<file path="src/lae_row_cell.sv">
// One stage of the row chain: holds one grid row and takes its neighbor's row on a shift.
// Standalone; instantiated once per grid row by life_automaton_engine.
`default_nettype none

module lae_row_cell #(
   parameter int WIDTH = 64
) (
   input  logic             clock,
   input  logic             reset,
   input  logic             shift_en,
   input  logic [WIDTH-1:0] row_in,
   output logic [WIDTH-1:0] row_out
);

   logic [WIDTH-1:0] row_ff;

   always_ff @(posedge clock) begin
      if (reset) begin
         row_ff <= '0;
      end else if (shift_en) begin
         row_ff <= row_in;
      end
   end

   assign row_out = row_ff;

endmodule

`default_nettype wire

</file>
<file path="config.mk">
export PLATFORM = sky130hd
export DESIGN_NAME = lae_row_cell
export DESIGN_NICKNAME = d
export VERILOG_FILES = /design/src/lae_row_cell.sv
export SDC_FILE = /design/constraint.sdc
export NUM_CORES = 1
export LEC_CHECK = 0
export BUFFER_PORTS_ARGS = -buffer_cell sky130_fd_sc_hd__buf_4
export CORE_MARGIN = 1.5
export CORE_UTILIZATION = 43
export DETAILED_ROUTE_END_ITERATION = 8
export PLACE_DENSITY = 0.79
export SKIP_LAST_GASP = 1
export SYNTH_ARGS = -nofsm -noshare
export SYNTH_HDL_FRONTEND = slang
export SYNTH_SLANG_ARGS = --single-unit
</file>
<file path="constraint.sdc">
create_clock -name clock -period 0.83 [get_ports clock]
set_clock_uncertainty 0.05 [all_clocks]
set_input_delay 0.0415 -clock clock [delete_from_list [all_inputs] [get_ports clock]]
set_output_delay 0.0415 -clock clock [all_outputs]
set_load 0.02 [all_outputs]
</file>
* Yosys cells after proc, flatten, opt, wreduce, memory -nomap -nowiden
Cells that the tools add are included.
Storage, ports and cells: bits of input ports 67, register bits after elaboration 64, logic and storage cells 1, output and inout bits 64

* Longest topological paths before layout
word-level depth 0, depth in mapped cells 4, depth with buffers taken out 2

* Worst setup path after synthesis
Ideal clock, no wire load.
kind input to register, start point input port shift_en, end point register row_ff[10], in the netlist row_out[10], slack 0.084 ns, stages on the path 4, setup time 0.128 ns, data required time 0.652 ns, path buffers 2, data arrival time 0.568 ns, path through buf_6 > buf_8 > mux2i_1 > nor2_1
RTL lines:
- start: declaration | line 10 | input logic shift_en,
- end signal: assignment | line 21 | row_ff <= row_in;
- end: declaration | line 15 | logic [WIDTH-1:0] row_ff;

* Worst setup path in the final report
start point register row_ff[48], in the netlist row_out[48], end point output port row_out[48]
RTL lines:
- end: declaration | line 12 | output logic [WIDTH-1:0] row_out
No word-level cell between the ends.

==> results.md <==
Logic synthesis:
- The number of warnings reported in the yosys synthesis log is 0.
- The compound-gate portion of the synthesized area is 0%.
- The commonest cells after synthesis are 64 x dfxtp_1, 64 x mux2i_1, 64 x nor2_1, 6 x buf_1, 6 x buf_8.
- Of all flip-flops after synthesis, the portion carrying an async set or reset was 0%.
- Each instance of the synthesized netlist takes up on average 11.1 um^2.
- After Yosys synthesis, full adders, half adders and majority gates account for 0% of the synthesized area.
- The number of distinct library cells after synthesis is 7.
- The net count after synthesis is 273.
- Summing every instance area after synthesis gives 2290 um^2.
- The share of synthesized cell area in and, or, nand and nor gates is 10.5%.
- The count of mapped cells out of synthesis is 206.
- The cell type with the highest aggregate area in the netlist is dfxtp_1.
- The primary flip-flop cell chosen by synthesis mapping is dfxtp_1.
- The synthesized design devotes to its leading area cell type 55.9% of total area.
- The multiplexer share of the synthesized area is 28.0%.
- After synthesis, the cell types taking the most area are dfxtp_1 56%, mux2i_1 28%, nor2_1 10%, buf_8 3.9%, buf_1 0.98%.
- After synthesis, the largest family of logic cells by area is multiplexers.
- The number of synthesized register bits is 64.
- Counting flops with a built-in enable in the synthesized netlist gives 0.
- Sequential cells were found to cover 55.9% of the synthesized design area.
- The fraction of synthesized cell area in xor and xnor cells is 0%.

Run status:
- The run finished, with violations left.
- The checks that failed: negative hold slack, negative setup slack.

Timing:
- For the pin with the worst max-slew slack, the measured transition is 0.216 ns.
- The tightest slew margin relative to the limit is 85.2%.
- Setup repair after global routing could not meet its margin everywhere.
- Static timing analysis puts the maximum clock frequency at 1110 MHz.
- The shortest period the worst path allows is 0.902 ns.
- Setup slack on the critical path of the routed design comes to -0.0721 ns.
- The final worst-path cycle share is 109%.
- After routing, the total negative slack on setup checks comes to -3.19 ns.
- The final hold slack is -0.0314 ns.
- The count of pins over their slew limit is 0.
- The number of hold violations in the final report is 12.
- The count of final setup violators is 67.

Floorplan:
- The initial standard-cell utilization of the core is 44.9%.
- The floorplan step set the die height to 76.0 um.
- The floorplan die width is 76.0 um.
- After floorplanning, the core was sized to cover 5110 um^2.
- The floorplan row count is 26.
- The total I/O pin count is 131.
- The die covers 5770 um^2.

Setup path:
- The depth of the worst register-to-register path is 3.
- The setup path with the least slack is of type register to output port.
- STA classifies the critical path startpoint as a register.
- The kind of capture point of the worst setup path is an output port.
- At the worst endpoint, the required time is 0.74 ns.
- The highest net fanout along the worst path is 2.
- The number of buffers and inverters on the critical path is 1.
- In this run the number of cells on the critical path is 1.
- For the worst setup path, the data arrival time is 0.81 ns.
- Among all stages on the critical path, the largest delay is contributed by dfxtp_2.
- On the worst path, the slowest cell contributes a delay of 0.35 ns.
- The critical path goes through buf_6.
- The family with the most delay on the worst path is flip-flops.

Power:
- The total design power is 7.85 mW.
- The design internal power is 5.83 mW.
- The worst vdd rail ir drop is 1.21 mV.
- The fraction of power spent switching nets is 25.7%.
- Combinational cells account for 21.7% of the total power.
- The portion of total power attributed to sequential cells is 43.8%.
- The clock network accounts for 34.4% of the total power.
- The analysis attributes to cell leakage a power of 2.22 nW.
- The power per standard cell area is 1710 nW/um^2.
- The net load switching power is 2.02 mW.

Worst hold path:
- The min-delay analysis places its worst path in the category input pin to register.
- The cell depth of the worst hold path is 2.

Final layout:
- The filler cell count is 207.
- Summing all flip-flop and latch instances after layout gives 1360 um^2.
- Relative to the synthesized area, the layout overhead comes to 99.9%.
- The antenna diode count is 0.
- The number of flip-flops under the largest register name is 64.
- The multi-input combinational cell area is 892 um^2.
- After the last flow step, the layout net total stands at 480.
- After the flow finishes, the layout carries non-filler instances totaling 488.
- The fraction of final layout cells with drive strength greater than 1 is 54.3%.
- The fraction of the core area covered by cells at the end of the flow is 89.7%.

Clocking:
- The clock insertion delay at the later pin of the skew report is 0.32 ns.
- Hold repair after CTS inserted 64 buffers.
- The number of clock sinks is 64.
- The CTS buffer count is 9.
- In this run the number of H-tree levels came out at 3.
- The clock passes through at most 2 buffers.
- The cell at the root of the clock tree is clkbuf_8.
- The clock transition at the registers of the reported paths is 0.07 ns.
- TritonCTS built the clock tree.

Global route:
- The total overflow left after global routing is 0.
- Global routing used 28.6% of the available tracks across all layers.
- The wire length of the first global-routing pass is 12800 um.
- The largest net degree at the start of global routing is 27.
- The via count of the first global-routing pass was 2512.
- The initial antenna violation count is 0.

Placed design:
- The wire-length estimate of the detail-placed layout is 3880 um.
- Once placement completed, the tool counted placed cells totaling 399.
- During placement, the flow inserted port buffers numbering 130.
- The placer congestion estimate is 0.721.

Detailed routing:
- The routed wire length is 8410 um.
- The routed layout has 2367 vias.
- The detailed router finished its first iteration with 154 violations.
- The first detailed-routing pass took 4 iterations.
- The average wire length per cell after detail routing is 17.2 um.
- In the routed design, unresolved DRC markers number 0.
- Using the TritonRoute via totals, the vias-per-cell ratio works out to 4.85.
- The remaining antenna violation count is 0.

Flow run:
- Max-cap violations in this run came to 0.
-- what timing repair did --
item                                   4_1_cts  5_1_grt
setup buffers                                1        8
pin swaps                                    0        0
gates resized for setup                    128        3
setup endpoints to repair                   64       69
endpoints found under the hold margin       64       11
-- power groups by stage --
stage,logic (mW),registers (mW),clock network [mW]
floorplan,0.406,3.64,0
global placement,1.21,3.41,0
detailed placement,1.23,3.41,0
CTS,1.59,3.42,2.73
global route,1.78,3.45,2.87
finish,1.70,3.44,2.70
-- stage by stage --
step,setup WS [ns],instance area [um^2]
after detailed placement,-0.00624,3340
after floorplan,0.0844,2290
final,-0.0721,4580
after global placement,0.0248,3340
after CTS,-0.0783,4510
after global routing,-0.0967,4580
-- cell families (layout without fill, tap and decap cells) --
family | after synthesis | count (layout)
muxes | 64 | 64
DFF | 64 | 64
and+or+nand+nor | 64 | 64
buffers and inverters | 14 | 226
-- area by class of cell --
type                       count  share of cell area [%]
timing repair buffer         210                    44.5
sequential                    64                    29.7
multi-input combinational    128                    19.5
clock buffer                  13                    3.47
tap                           70                    1.91
clock inverter                 3                   0.874
-- metal layers --
| layer | vias to the layer above | routed length (um) | track usage, % |
|---|---|---|---|
| met5 | - | 0 | 0 |
| met4 | 0 | 217 | 14.8 |
| met3 | 22 | 566 | 7.54 |
| met2 | 110 | 4430 | 50.3 |
| met1 | 1144 | 3200 | 31.8 |
| li1 | 1091 | - | - |
-- cells in the final DEF, fill, tap and decap left out --
cell type	netlist	routed
buf_12	0	5
buf_4	0	77
buf_6	1	64
bufinv_16	0	1
clkbuf_1	0	2
clkbuf_8	0	11
clkinv_2	0	2
dfxtp_2	0	64
dlygate4sd3_1	0	64
mux2i_1	64	61
mux2i_2	0	3
nor2_1	64	64
-- final timing paths --
| kind | startpoint | to | slack [ns] |
|---|---|---|---|
| hold / removal | reset | row_out[36]$_SDFFE_PP0P_ | -0.03 |
| setup reg to reg | row_out[61]$_SDFFE_PP0P_ | row_out[61]$_SDFFE_PP0P_ | -0.06 |
| hold reg to reg | row_out[40]$_SDFFE_PP0P_ | row_out[40]$_SDFFE_PP0P_ | 0.45 |
| setup / recovery | row_out[48]$_SDFFE_PP0P_ | row_out[48] | -0.07 |
(Power assumes the default switching activity.)
