$ cat src/lae_pkg.sv
// Shared types and constants for the life automaton engine.
// Used by lae_rule_cell and life_automaton_engine; depends on nothing.
`default_nettype none

package lae_pkg;

   localparam int CFG_W        = 7;
   localparam int IDX_W        = 6;
   localparam int CMD_W        = 2;
   localparam int REQ_DATA_W   = 16;
   localparam int RSP_DATA_W   = 8;
   localparam int CSR_IDX_W    = 1;

   localparam logic [CFG_W-1:0] GRID_SIZE_RESET = 7'd64;

   typedef enum logic [CMD_W-1:0] {
      CMD_READ   = 2'd0,
      CMD_WRITE  = 2'd1,
      CMD_TOGGLE = 2'd2,
      CMD_STEP   = 2'd3
   } command_type;

   typedef enum logic [CSR_IDX_W-1:0] {
      CSR_GRID_ROWS = 1'b0,
      CSR_GRID_COLS = 1'b1
   } csr_index_type;

   // Three-by-three neighborhood of one cell, lowest column in bit 0.
   typedef struct packed {
      logic [2:0] above;
      logic [2:0] middle;
      logic [2:0] below;
   } cell_window_type;

endpackage

`default_nettype wire

$ cat src/lae_rule_cell.sv
// B3/S23 update of one cell from its three-by-three neighborhood.
// Depends on lae_pkg for the neighborhood type.
`default_nettype none

module lae_rule_cell (
   input  lae_pkg::cell_window_type window,
   input  logic                     apply,
   output logic                     next_alive
);

   import lae_pkg::*;

   logic [3:0] neighbors;
   logic       center;
   logic       rule_alive;

   assign center = window.middle[1];

   assign neighbors = 4'(window.above[0]) + 4'(window.above[1]) + 4'(window.above[2])
                    + 4'(window.middle[0]) + 4'(window.middle[2])
                    + 4'(window.below[0]) + 4'(window.below[1]) + 4'(window.below[2]);

   always_comb begin
      if (center) begin
         rule_alive = (neighbors == 4'd2) || (neighbors == 4'd3);
      end else begin
         rule_alive = (neighbors == 4'd3);
      end
   end

   assign next_alive = apply ? rule_alive : center;

endmodule

`default_nettype wire

$ cat config.mk
export PLATFORM = sky130hd
export DESIGN_NAME = lae_rule_cell
export DESIGN_NICKNAME = d
export VERILOG_FILES = /design/src/lae_pkg.sv /design/src/lae_rule_cell.sv
export SDC_FILE = /design/constraint.sdc
export NUM_CORES = 1
export LEC_CHECK = 0
export BUFFER_PORTS_ARGS = -buffer_cell sky130_fd_sc_hd__clkbuf_2
export CORE_AREA = 5 5 42 44
export DETAILED_ROUTE_END_ITERATION = 12
export DIE_AREA = 0 0 47 49
export GPL_TIMING_DRIVEN = 0
export PLACE_DENSITY = 0.45
export RECOVER_POWER = 25
export SETUP_SLACK_MARGIN = 0.15
export SYNTH_ARGS = -nofsm -noshare
export SYNTH_HDL_FRONTEND = slang
export SYNTH_SLANG_ARGS = --single-unit
$ cat constraint.sdc
create_clock -name vclk -period 5.6
set_input_delay 1.12 -clock vclk [all_inputs]
set_output_delay 1.12 -clock vclk [all_outputs]
set_load 0.005 [all_outputs]
Word-level counts from Yosys, hierarchy flattened
Index checks and enable logic that the tools add are counted.
{"block": "op_classes", "n_eq_ne": 2, "mux": 2, "add_sub_neg": 7, "reduce_logical": 1}
{"cell": "$add 4x1->4", "count": 4}
{"cell": "$eq 4x2->1 const B", "count": 2}
{"cell": "$add 3x1->4", "count": 1}
{"cell": "$add 2x1->3", "count": 1}
{"cell": "$add 1x1->2", "count": 1}
{"cell": "$mux 1", "count": 2}
{"cell": "$logic_or 1x1->1", "count": 1}
{"block": "totals", "reg_bits": 0, "word_cells": 12}

Depth between registers and ports, before layout
{"block": "depth", "word_depth": 11, "depth_mapped": 10, "mapped_depth_nobuf": 10}

Worst setup path before layout
Ideal clock, no wire load.
{"block": "synth_path", "path_kind": "input -> output", "startpoint": "input window[0] in the netlist's numbering", "endpoint": "output next_alive", "path_stages": 9, "arrival_time_ns": 3.900, "required_ns": 4.480, "slack_ns": 0.580, "path_buffers": 0, "path_cell_list": "inv_1 -> fa_1 -> fa_1 -> fa_1 -> inv_1 -> ha_1 -> fa_1 -> or3b_1 -> a31oi_1"}
{"block": "synth_via", "elab_chain_cells": 7}
{"item": "start: declaration", "line": "lae_rule_cell.sv:6", "text": "input lae_pkg::cell_window_type window,"}
{"item": "$add 4x1->4 * (3 in series)", "line": "lae_rule_cell.sv:21", "text": "+ 4'(window.below[0]) + 4'(window.below[1]) + 4'(window.below[2]);"}
{"item": "$eq 4x2->1, on equally long branches", "line": "lae_rule_cell.sv:25, lae_rule_cell.sv:27"}
{"item": "$logic_or 1x1->1", "line": "lae_rule_cell.sv:25", "text": "rule_alive = (neighbors == 4'd2) || (neighbors == 4'd3);"}
{"item": "$mux 1 *", "line": "lae_rule_cell.sv:24", "text": "if (center) begin"}
{"item": "$mux 1 *", "line": "lae_rule_cell.sv:31", "text": "assign next_alive = apply ? rule_alive : center;"}
{"item": "end: declaration", "line": "lae_rule_cell.sv:8", "text": "output logic next_alive"}
Every way passes the cells marked *; elsewhere a longest branch is shown, timed or not.

Worst setup path after layout
Same ends and word-level chain as after synthesis.

==> flow_metrics.env <==
export IMPL_hold_path_start="apply"
export IMPL_worstHoldEndpoint="next_alive"
export IMPL_post_synth_xor_area_fraction_pct=0
export IMPL_setup_viol=0
export IMPL_worst_path_max_fanout=2
export IMPL_layout_area_overhead_vs_synth_pct=38.5
export IMPL_fin_setup_tns_ns=0
export IMPL_grt_antenna_before_repair=0
export IMPL_yosysSeqAreaShare_pct=0
export IMPL_worst_slew_pin_transition_ns=0.145
export IMPL_post_route_min_period_ns=5.27
export IMPL_outcome="finished clean"
export IMPL_placement_cell_area_sq_um=270
export IMPL_synth_top_family_by_area="adder cells"
export IMPL_clkbuf_count=0
export IMPL_netlist_cell_type_count=8
export IMPL_syn_cell_area_sq_um=195
export IMPL_core_area_sq_um=1400
export IMPL_wl_um=301
export IMPL_most_common_layout_cells="sky130_fd_sc_hd__inv_1, sky130_fd_sc_hd__clkbuf_2, sky130_fd_sc_hd__fa_1"
export IMPL_unrepaired_setup_endpoints_after_global_routing="false"
export IMPL_total_inserted_antenna_cells=0
export IMPL_wl_per_cell_um=6.02
export IMPL_detail_route_iter0_violations=4
export IMPL_worst_hold_path_stage_count=3
export IMPL_power_ir_vdd_worst_mv=0.0230
export IMPL_yosysWarningCount=0
export IMPL_finalNetCount=53
export IMPL_routed_via_density=3.28
export IMPL_groute_usage_overall_pct=2.54
export IMPL_layout_sequential_cells=0
export IMPL_floorplan_rows=14
export IMPL_final_design_area_no_fill_sq_um=270
export IMPL_regArea_sq_um=0
export IMPL_post_cts_repair_setup_buffers=0
export IMPL_dr_pass1_iters=2
export IMPL_critPathArrivalTime_ns=4.15
export IMPL_drcViolationCount=0
export IMPL_synth_largest_area_cell="sky130_fd_sc_hd__fa_1"
export IMPL_setup_worst_path_end_class="output pin"
export IMPL_compound_cell_area_share_of_the_yosys_netlist_pct=9.62
export IMPL_share_of_the_synthesized_area_in_the_top_cell_type_pct=41.0
export IMPL_timing_final_hold_violations=0
export IMPL_globalRoute_totalOverflow=0
export IMPL_die_ht_um=49
export IMPL_max_clock_freq_ghz=0.190
export IMPL_vias=164
export IMPL_synthMuxAreaShare_pct=0
export IMPL_finalCritPeriodShare_pct=94.1
export IMPL_drv_cap=0
export IMPL_max_slew_margin_pct=90.3
export IMPL_startpoint_type="primary input"
export IMPL_place_port_buffers=11
export IMPL_floorplan_initialDensity_pct=13.9
export IMPL_fraction_of_final_layout_cells_sized_beyond_drive_strength_1_pct=32.4
export IMPL_critical_path_required_ns=4.48
export IMPL_critPathKind="primary input to output pin"
export IMPL_gpl_wtd_cong=0.668
export IMPL_power_per_cell_area_nw_per_um2=129
export IMPL_vias_in_the_first_global_route=135
export IMPL_utilization_pct=19.3
export IMPL_postCtsResizedCells=0
export IMPL_syn_nets=40
export IMPL_yosys_top_cells_area="sky130_fd_sc_hd__fa_1, sky130_fd_sc_hd__inv_1, sky130_fd_sc_hd__ha_1"
export IMPL_top_level_ports=11
export IMPL_synthAdderAreaFrac_pct=60.3
export IMPL_grt_pass1_wl_um=476
export IMPL_postSynthCellCount=23
export IMPL_number_of_pins_exceeding_their_max_slew_limit_in_the_final_report=0
export IMPL_holdCritPathClass="primary input to output pin"
export IMPL_postSynthAreaPerCell_sq_um=8.49
export IMPL_cts_hold_fix_bufs=0
export IMPL_cellLeakagePower_nw=0.168
export IMPL_fp_dieW_um=47
export IMPL_synthSimpleGateAreaFrac_pct=8.97
export IMPL_detailedPlacementHpwl_um=316
export IMPL_grt_max_degree=3
export IMPL_remaining_antenna_violation_count_after_routing=0
export IMPL_fp_dieArea_sq_um=2300
## cell type report
class | count | area, sq um
Multi-Input combinational cell | 12 | 154
Inverter | 11 | 41.3
Tap cell | 16 | 20.0
Fill cell | 168 | 1130
Timing Repair Buffer | 11 | 55.1
## routing by layer
metal  vias up  track usage, %  wire (um)  share of wire [%]
li1         90               -          -                  -
met1        68            3.96        129                 43
met2         6            4.07        128                 43
met3         0               0         43                 14
met4         0               0          0                  0
met5         -               0          0                  0
## power by group
group | internal (W) | switching [W] | leakage (nW)
sequential | 0 | 0 | 0
combinational | 0.0000183 | 0.0000166 | 0.168
clock | 0 | 0 | 0
## critical path, stage by stage
cell and delay [ns]:
sky130_fd_sc_hd__clkbuf_2 0.07, sky130_fd_sc_hd__inv_1 0.04, sky130_fd_sc_hd__fa_1 0.54, sky130_fd_sc_hd__fa_1 0.42, sky130_fd_sc_hd__fa_1 0.49, sky130_fd_sc_hd__inv_1 0.04, sky130_fd_sc_hd__ha_1 0.21, sky130_fd_sc_hd__fa_1 0.55
sky130_fd_sc_hd__or3b_1 0.34, sky130_fd_sc_hd__a31oi_1 0.18, sky130_fd_sc_hd__clkbuf_2 0.14
## worst max path at each step
stage                     cells past startpoint          to      start
after detailed placement                     11  next_alive  window[0]
after CTS                                    11  next_alive  window[0]
final                                        11  next_alive  window[0]
after global routing                         11  next_alive  window[0]
after floorplan                               9  next_alive  window[0]
after global placement                       11  next_alive  window[0]
## logic make-up after synthesis
group / Yosys count
buf+inv: 11
compound gates: 3
simple gates: 2
fa+ha+maj: 7
## stage by stage
| stage | power, W | setup slack, ns | hold WS (ns) | instances |
|---|---|---|---|---|
| 6_report | 0.0000349 | 0.332 | 2.50 | 50 |
| 5_1_grt | 0.0000432 | 0.231 | 2.52 | 50 |
| 4_1_cts | 0.0000362 | 0.315 | 2.50 | 50 |
| 3_5_place_dp | 0.0000362 | 0.304 | 2.50 | 50 |
| 3_3_place_gp | 0.0000359 | 0.325 | 2.50 | 50 |
| 2_1_floorplan | 0.0000258 | 0.580 | 2.31 | 23 |
## cells in the mapped netlist
library cell and number:
sky130_fd_sc_hd__a21o_1 1, sky130_fd_sc_hd__a21oi_1 1, sky130_fd_sc_hd__a31oi_1 1, sky130_fd_sc_hd__fa_1 4, sky130_fd_sc_hd__ha_1 3, sky130_fd_sc_hd__inv_1 11
sky130_fd_sc_hd__nand4b_1 1, sky130_fd_sc_hd__or3b_1 1
Power figures use the tool's default switching activity.
